## config.mk

```make
export PLATFORM = sky130hd
export DESIGN_NAME = ctt_cell
export DESIGN_NICKNAME = d
export VERILOG_FILES = /design/src/design/ctt_pkg.sv /design/src/design/ctt_cell.sv
export SDC_FILE = /design/constraint.sdc
export NUM_CORES = 1
export LEC_CHECK = 0
export ABC_AREA = 1
export BUFFER_PORTS_ARGS = -buffer_cell sky130_fd_sc_hd__buf_4
export CAP_MARGIN = 0
export CORE_AREA = 2 2 262 264
export DETAILED_ROUTE_END_ITERATION = 16
export DIE_AREA = 0 0 264 266
export RECOVER_POWER = 100
export SYNTH_ARGS = -nofsm -noshare
export SYNTH_HDL_FRONTEND = slang
export SYNTH_SLANG_ARGS = --single-unit
```

## constraint.sdc

```tcl
create_clock -name clk -period 9.6 [get_ports clk]
set_clock_uncertainty 0.1 [all_clocks]
set_input_delay 0 -clock clk [delete_from_list [all_inputs] [get_ports clk]]
set_output_delay 0 -clock clk [all_outputs]
set_load 0.005 [all_outputs]
```

## src/design/ctt_pkg.sv

```systemverilog
// Package for the TCP connection tracking table.
// Holds the row, packet and chain types, operation and state codes, and helpers.
// No dependencies.
package ctt_pkg;

	localparam int unsigned TABLE_ROWS_DEF = 64;

	localparam logic [15:0] PORT_HTTP     = 16'd80;
	localparam logic [15:0] PORT_FTP      = 16'd21;
	localparam logic [15:0] PORT_FTP_DATA = 16'd20;
	localparam logic [15:0] PORT_SMTP     = 16'd25;

	localparam logic [1:0] OP_ADD      = 2'd0;
	localparam logic [1:0] OP_CHECK    = 2'd1;
	localparam logic [1:0] OP_LOOKUP   = 2'd2;
	localparam logic [1:0] OP_RESERVED = 2'd3;

	localparam logic [1:0] STATUS_OK       = 2'd0;
	localparam logic [1:0] STATUS_FULL     = 2'd1;
	localparam logic [1:0] STATUS_NOTFOUND = 2'd2;

	localparam logic [2:0] ST_CLOSED       = 3'd0;
	localparam logic [2:0] ST_SYN_SENT     = 3'd1;
	localparam logic [2:0] ST_SYNACK       = 3'd2;
	localparam logic [2:0] ST_ESTABLISHED  = 3'd3;
	localparam logic [2:0] ST_FINWAIT      = 3'd4;
	localparam logic [2:0] ST_FINWAIT2     = 3'd5;
	localparam logic [2:0] ST_FINACK       = 3'd6;
	localparam logic [2:0] ST_EXPECTED_FTP = 3'd7;

	typedef enum logic [1:0] {
		FSM_IDLE,
		FSM_EXEC,
		FSM_COMPACT
	} fsm_t;

	typedef struct packed {
		logic [31:0] src_ip;
		logic [31:0] dst_ip;
		logic [15:0] sport;
		logic [15:0] dport;
		logic [2:0]  tcp_state;
		logic [31:0] timestamp;
		logic [7:0]  rule;
	} row_t;

	typedef struct packed {
		logic valid;
		logic hole;
		row_t row;
	} slot_t;

	typedef struct packed {
		logic        check_en;
		logic        lookup_en;
		logic        compact_en;
		logic        plain;
		logic        syn;
		logic        fin;
		logic        rst;
		logic        direction;
		logic [31:0] src_ip;
		logic [31:0] dst_ip;
		logic [15:0] sport;
		logic [15:0] dport;
		logic [31:0] now;
	} ctl_t;

	typedef struct packed {
		logic        hole_pre;
		logic        found_pre;
		logic        open_acc;
		logic [31:0] peer_ip;
		logic [15:0] peer_port;
	} fwd_t;

	typedef struct packed {
		logic       act_later;
		logic [7:0] rule_acc;
	} bwd_t;

	function automatic logic well_known(input logic [15:0] p);
		return (p == PORT_HTTP) || (p == PORT_FTP) || (p == PORT_FTP_DATA) ||
			(p == PORT_SMTP);
	endfunction

endpackage

```

## src/design/ctt_cell.sv

```systemverilog
// One row cell of the connection table chain.
// Holds a row, matches it against the broadcast word and shifts toward the head.
// Depends on ctt_pkg.
module ctt_cell (
	input  logic            clk,
	input  logic            arst_n,
	input  ctt_pkg::ctl_t   ctl,
	input  logic            load,
	input  ctt_pkg::row_t   load_row,
	input  ctt_pkg::slot_t  nxt_slot,
	output ctt_pkg::slot_t  slot,
	input  ctt_pkg::fwd_t   fwd_in,
	output ctt_pkg::fwd_t   fwd_out,
	input  ctt_pkg::bwd_t   bwd_in,
	output ctt_pkg::bwd_t   bwd_out
);

	logic           valid_q;
	logic           hole_q;
	ctt_pkg::row_t  row_q;
	logic           fwd_m;
	logic           rev_m;
	logic           remove;
	logic           match;
	logic [2:0]     st1;
	logic [2:0]     nst;
	logic           trans;
	logic           act;
	logic           opn;
	logic           sy;
	logic           fi;
	logic           none;
	logic           lk_hit;
	logic           lk_take;
	logic           shift;

	assign slot = {valid_q, hole_q, row_q};

	always_comb begin
		sy   = ctl.syn && !ctl.fin;
		fi   = ctl.fin && !ctl.syn;
		none = !ctl.syn && !ctl.fin;
		fwd_m = (row_q.src_ip == ctl.src_ip) && (row_q.dst_ip == ctl.dst_ip) &&
			(row_q.sport == ctl.sport) && (row_q.dport == ctl.dport);
		rev_m = (row_q.src_ip == ctl.dst_ip) && (row_q.dst_ip == ctl.src_ip) &&
			(row_q.sport == ctl.dport) && (row_q.dport == ctl.sport);
		remove = valid_q && fwd_m && !rev_m &&
			(row_q.tcp_state == ctt_pkg::ST_CLOSED);
		match = valid_q && !remove && (fwd_m || (ctl.plain && rev_m));
		st1 = ctl.rst ? ctt_pkg::ST_CLOSED : row_q.tcp_state;
		nst = st1;
		trans = 1'b0;
		priority if (st1 == ctt_pkg::ST_EXPECTED_FTP && sy) begin
			nst = ctt_pkg::ST_SYN_SENT;
			trans = 1'b1;
		end else if (st1 == ctt_pkg::ST_SYN_SENT && sy) begin
			nst = ctt_pkg::ST_SYNACK;
			trans = 1'b1;
		end else if (st1 == ctt_pkg::ST_SYNACK && none) begin
			nst = ctt_pkg::ST_ESTABLISHED;
			trans = 1'b1;
		end else if (st1 == ctt_pkg::ST_ESTABLISHED && fi) begin
			nst = ctt_pkg::ST_FINWAIT;
			trans = 1'b1;
		end else if ((st1 == ctt_pkg::ST_FINWAIT || st1 == ctt_pkg::ST_FINWAIT2) && fi) begin
			nst = ctt_pkg::ST_FINACK;
			trans = 1'b1;
		end else if (st1 == ctt_pkg::ST_FINWAIT && none) begin
			nst = ctt_pkg::ST_FINWAIT2;
			trans = 1'b1;
		end else if (st1 == ctt_pkg::ST_FINACK && none) begin
			nst = ctt_pkg::ST_CLOSED;
			trans = 1'b1;
		end else if (st1 == ctt_pkg::ST_ESTABLISHED && none) begin
			trans = 1'b1;
		end
		act = ctl.check_en && match && (ctl.rst || trans);
		opn = ctl.check_en && match && (st1 == ctt_pkg::ST_ESTABLISHED) && none;

		lk_hit = valid_q && (ctl.direction ?
			((row_q.dst_ip == ctl.src_ip) && (row_q.dport == ctl.sport)) :
			((row_q.src_ip == ctl.src_ip) && (row_q.sport == ctl.sport)));
		lk_take = ctl.lookup_en && lk_hit && !fwd_in.found_pre;

		shift = ctl.compact_en && (fwd_in.hole_pre || hole_q);

		fwd_out.hole_pre  = fwd_in.hole_pre || hole_q;
		fwd_out.found_pre = fwd_in.found_pre || lk_take;
		fwd_out.open_acc  = fwd_in.open_acc || opn;
		fwd_out.peer_ip   = fwd_in.peer_ip |
			(lk_take ? (ctl.direction ? row_q.src_ip : row_q.dst_ip) : 32'd0);
		fwd_out.peer_port = fwd_in.peer_port |
			(lk_take ? (ctl.direction ? row_q.sport : row_q.dport) : 16'd0);

		bwd_out.act_later = bwd_in.act_later || act;
		bwd_out.rule_acc  = bwd_in.rule_acc |
			((act && !bwd_in.act_later) ? row_q.rule : 8'd0);
	end

	always_ff @(posedge clk or negedge arst_n) begin
		if (!arst_n) begin
			valid_q <= 1'b0;
			hole_q <= 1'b0;
		end else if (load) begin
			valid_q <= 1'b1;
			hole_q <= 1'b0;
		end else if (shift) begin
			valid_q <= nxt_slot.valid;
			hole_q <= nxt_slot.hole;
		end else if (ctl.check_en && remove) begin
			hole_q <= 1'b1;
		end
	end

	always_ff @(posedge clk) begin
		if (load) begin
			row_q <= load_row;
		end else if (shift) begin
			row_q <= nxt_slot.row;
		end else if (act) begin
			row_q.tcp_state <= nst;
			row_q.timestamp <= ctl.now;
		end
	end

endmodule

```

==> impl_metrics.prom <==
# TYPE chip_impl_metric gauge
chip_impl_metric{name="clk_pin_slew_worst_setup_hold_paths",unit="ps"} 70
chip_impl_metric{name="post_cts_buffers",unit=""} 0
chip_impl_metric{name="vias_per_cell",unit=""} 3.91
chip_impl_metric{name="cts.sinks",unit=""} 141
chip_impl_metric{name="layout_worst_path_cycle_share",unit="%"} 65.8
chip_impl_info{name="run_status",value="complete, but fails checks"} 1
chip_impl_metric{name="synth_top_area_share",unit="%"} 40.7
chip_impl_metric{name="clk_path_buf_depth",unit=""} 2
chip_impl_metric{name="num_vias",unit=""} 12600
chip_impl_metric{name="ff2ff_path_depth",unit=""} 7
chip_impl_metric{name="fillers",unit=""} 7282
chip_impl_info{name="cts_tree",value="done"} 1
chip_impl_metric{name="vdd_drop_max",unit="V"} 0.0000843
chip_impl_metric{name="grt_use_total",unit="%"} 16.2
chip_impl_metric{name="area.growth.synth_to_final",unit="%"} 89.1
chip_impl_info{name="netlist.top_cell.by_area",value="sky130_fd_sc_hd__edfxtp_1"} 1
chip_impl_metric{name="setup_total_negative_slack",unit="ps"} 0
chip_impl_metric{name="cts-htree-levels",unit=""} 4
chip_impl_metric{name="synth-warning-count",unit=""} 0
chip_impl_metric{name="grt_antenna_before_repair",unit=""} 8
chip_impl_metric{name="post_layout_nonfiller_instances",unit=""} 3231
chip_impl_metric{name="critical_path_required",unit="ps"} 9500
chip_impl_metric{name="synth.ff_latch_count",unit=""} 141
chip_impl_metric{name="nNetsFinal",unit=""} 2809
chip_impl_metric{name="hold_viol",unit=""} 0
chip_impl_metric{name="netSwitchingPower",unit="mW"} 0.690
chip_impl_info{name="failing_checks",value="max-capacitance violations, max-slew violations"} 1
chip_impl_metric{name="clock_insertion_delay_worst_skew",unit="ps"} 470
chip_impl_metric{name="maxClockFrequency",unit="MHz"} 158
chip_impl_metric{name="io_pins",unit=""} 680
chip_impl_metric{name="design.core.area",unit="mm2"} 0.0677
chip_impl_info{name="timing_worst_setup_path_type",value="reg2out"} 1
chip_impl_metric{name="floorplan.initialDensity",unit="%"} 15.1
chip_impl_metric{name="period_needed",unit="ps"} 6320
chip_impl_metric{name="global_route_wire_length_before_repair",unit="um"} 82000
chip_impl_info{name="yosysMostFrequentCell",value="sky130_fd_sc_hd__nand2_1"} 1
chip_impl_metric{name="asyncSetResetFlopFracSynth",unit="%"} 1.42
chip_impl_metric{name="worstPathArrival",unit="ps"} 6220
chip_impl_metric{name="seq_power_share",unit="%"} 36.5
chip_impl_metric{name="number_of_cells_in_the_design_after_placement",unit=""} 2909
chip_impl_metric{name="detail_route.iter0.violations",unit=""} 579
chip_impl_metric{name="globalplace.congestion",unit=""} 0.826
chip_impl_info{name="start_kind",value="register"} 1
chip_impl_metric{name="post_synth.cell_area_avg",unit="um2"} 7.37
chip_impl_metric{name="crit_path_max_fanout",unit=""} 25
chip_impl_metric{name="cell_internal_pwr",unit="mW"} 1.56
chip_impl_metric{name="std_cell_rows",unit=""} 96
chip_impl_metric{name="leakagePower",unit="nW"} 8.93
chip_impl_metric{name="p_sw_share",unit="%"} 30.6
chip_impl_metric{name="grt_max_degree",unit=""} 115
chip_impl_metric{name="hpwl",unit="um"} 47600
chip_impl_metric{name="drtPass1Iterations",unit=""} 6
chip_impl_metric{name="cts_buffers",unit=""} 17
chip_impl_metric{name="first_global_vias",unit=""} 12500
chip_impl_metric{name="maxSlewViolCount",unit=""} 244
chip_impl_metric{name="overflow",unit=""} 0
chip_impl_metric{name="fraction_of_final_layout_cells_with_drive_strength_greater_than_1",unit="%"} 28.4
chip_impl_metric{name="synth.lib_cells_used.distinct",unit=""} 28
chip_impl_metric{name="drc",unit=""} 0
chip_impl_metric{name="worst_hold_path.num_cells",unit=""} 4
chip_impl_metric{name="fp.dieW",unit="um"} 264
chip_impl_metric{name="share_comb_of_total_power",unit="%"} 32.0
chip_impl_info{name="unrepaired_setup_endpoints_after_global_routing",value="no"} 1
chip_impl_metric{name="yosysSeqAreaShare",unit="%"} 41.2
chip_impl_info{name="synth_commonest_cells",value="665 x sky130_fd_sc_hd__nand2_1, 155 x sky130_fd_sc_hd__xnor2_1, 139 x sky130_fd_sc_hd__edfxtp_1"} 1
chip_impl_metric{name="die-area",unit="mm2"} 0.0702
chip_impl_info{name="worst_hold_path_type",value="in2out"} 1
chip_impl_metric{name="synth-edff-count",unit=""} 139
chip_impl_metric{name="avgRoutedWirePerCell",unit="um"} 18.2
chip_impl_metric{name="worstMarginPinSlew",unit="ps"} 3460
chip_impl_info{name="synthFlopType",value="sky130_fd_sc_hd__edfxtp_1"} 1
chip_impl_info{name="ctsRootBufferMaster",value="sky130_fd_sc_hd__clkbuf_16"} 1
chip_impl_info{name="endpoint_class_of_the_critical_path",value="output port"} 1
chip_impl_metric{name="power_density",unit="mW/mm2"} 116
chip_impl_metric{name="netlist_instances",unit=""} 1391
chip_impl_info{name="synth_area_leaders",value="sky130_fd_sc_hd__edfxtp_1 41%, sky130_fd_sc_hd__nand2_1 24%, sky130_fd_sc_hd__xnor2_1 13%"} 1
chip_impl_metric{name="drv.max_cap_violation_count",unit=""} 6
chip_impl_metric{name="port_buffers",unit=""} 679
chip_impl_metric{name="synthesis.area",unit="mm2"} 0.0103
chip_impl_metric{name="syn_nets",unit=""} 1870
chip_impl_metric{name="worst_slew_margin_rel",unit="%"} -132
chip_impl_metric{name="portion_of_total_power_attributed_to_the_clock_network",unit="%"} 31.5
chip_impl_metric{name="setup_viol",unit=""} 0
chip_impl_metric{name="detail-route-antenna-nets",unit=""} 0
chip_impl_metric{name="die_h",unit="um"} 266
chip_impl_metric{name="r2r_slack",unit="ps"} 3330
chip_impl_metric{name="wirelength",unit="um"} 59000
==> final timing paths <==
kind,start,to
min,fwd_in[33],fwd_out[33]
min reg2reg,valid_q,valid_q
max reg2reg,hole_q,slot[120]
min in group asynchronous,arst_n,hole_q
max,slot[87],fwd_out[27]
max in group asynchronous,arst_n,valid_q
==> repair_timing <==
item / 4_1_cts / 5_1_grt
hold buffers: 284 / 0
gates resized for setup: 0 / 0
endpoints found under the hold margin: 143 / 0
==> cell families after synthesis <==
logic type / share of synthesized area (%)
AND/OR/NAND/NOR: 31.8
AO/OA/AOI/OAI: 3.45
XOR/XNOR: 13.9
flip-flops: 41.2
buffers and inverters: 6.21
multiplexers: 3.40
==> per-stage QoR <==
step	hold slack, ps	util, %	setup WS (ps)	area (um2)	power, mW
global route	160	28.6	2710	19400	2.38
CTS	148	29.1	5200	19700	2.32
finish	148	28.6	3280	19400	2.25
floorplan	-396	-	6190	10300	1.07
global placement	-297	24.1	5760	16300	1.47
detailed placement	-296	24.1	5740	16300	1.48
==> power groups by stage <==
stage	Combinational, mW	Clock, mW	Sequential (mW)
after floorplan	0.245	0	0.820
after global placement	0.641	0	0.833
after detailed placement	0.642	0	0.836
after CTS	0.757	0.739	0.823
after global routing	0.786	0.760	0.832
final	0.722	0.710	0.823
==> layout make-up <==
cell class	instances	area [um2]	share of cell area, %
clock buffers	19	433	2.23
clock inverters	13	165	0.852
well taps	882	1100	5.69
diodes	6	15.0	0.0774
multi-input cells	1089	5380	27.7
repair buffers	971	7650	39.5
inverters	110	419	2.16
flip-flops and latches	141	4220	21.8
==> sequential cells by signal (all words and copies together), names as in the netlist <==
| name | cells |
|---|---|
| slot | 139 |
| hole_q | 1 |
| valid_q | 1 |
==> per-layer routing <==
layer | global-route usage, % | share of wire [%]
met5 | 0 | 0.073
met4 | 7.02 | 3.1
met3 | 4.62 | 7.0
met2 | 27.9 | 48
met1 | 18.7 | 41
==> layout by cell type (no fill, tap or decap), types with 7 or more instances in the layout <==
master	instances
sky130_fd_sc_hd__nand3_1	19
sky130_fd_sc_hd__mux2_2	31
sky130_fd_sc_hd__or2_2	7
sky130_fd_sc_hd__a31oi_1	35
sky130_fd_sc_hd__clkbuf_4	110
sky130_fd_sc_hd__a21oi_1	8
sky130_fd_sc_hd__edfxtp_1	139
sky130_fd_sc_hd__o21ai_0	19
sky130_fd_sc_hd__xor2_1	8
sky130_fd_sc_hd__xnor2_1	155
sky130_fd_sc_hd__nor2_1	109
sky130_fd_sc_hd__clkbuf_16	17
sky130_fd_sc_hd__nand2_1	665
sky130_fd_sc_hd__clkbuf_1	95
sky130_fd_sc_hd__nand4_1	22
sky130_fd_sc_hd__inv_1	105
sky130_fd_sc_hd__buf_4	484
sky130_fd_sc_hd__dlygate4sd3_1	284
==> critical path: stages (launching register included) <==
cell,delay [ps]
sky130_fd_sc_hd__edfxtp_1,510
sky130_fd_sc_hd__xnor2_1,190
sky130_fd_sc_hd__nand4_1,220
sky130_fd_sc_hd__nor2_1,490
sky130_fd_sc_hd__nand2_1,130
sky130_fd_sc_hd__o21ai_0,370
sky130_fd_sc_hd__nand3_2,120
sky130_fd_sc_hd__nor2_1,2080
sky130_fd_sc_hd__clkbuf_1,1200
sky130_fd_sc_hd__nand2_1,170
sky130_fd_sc_hd__nand2_1,120
sky130_fd_sc_hd__clkbuf_4,130
(Power assumes the default switching activity.)
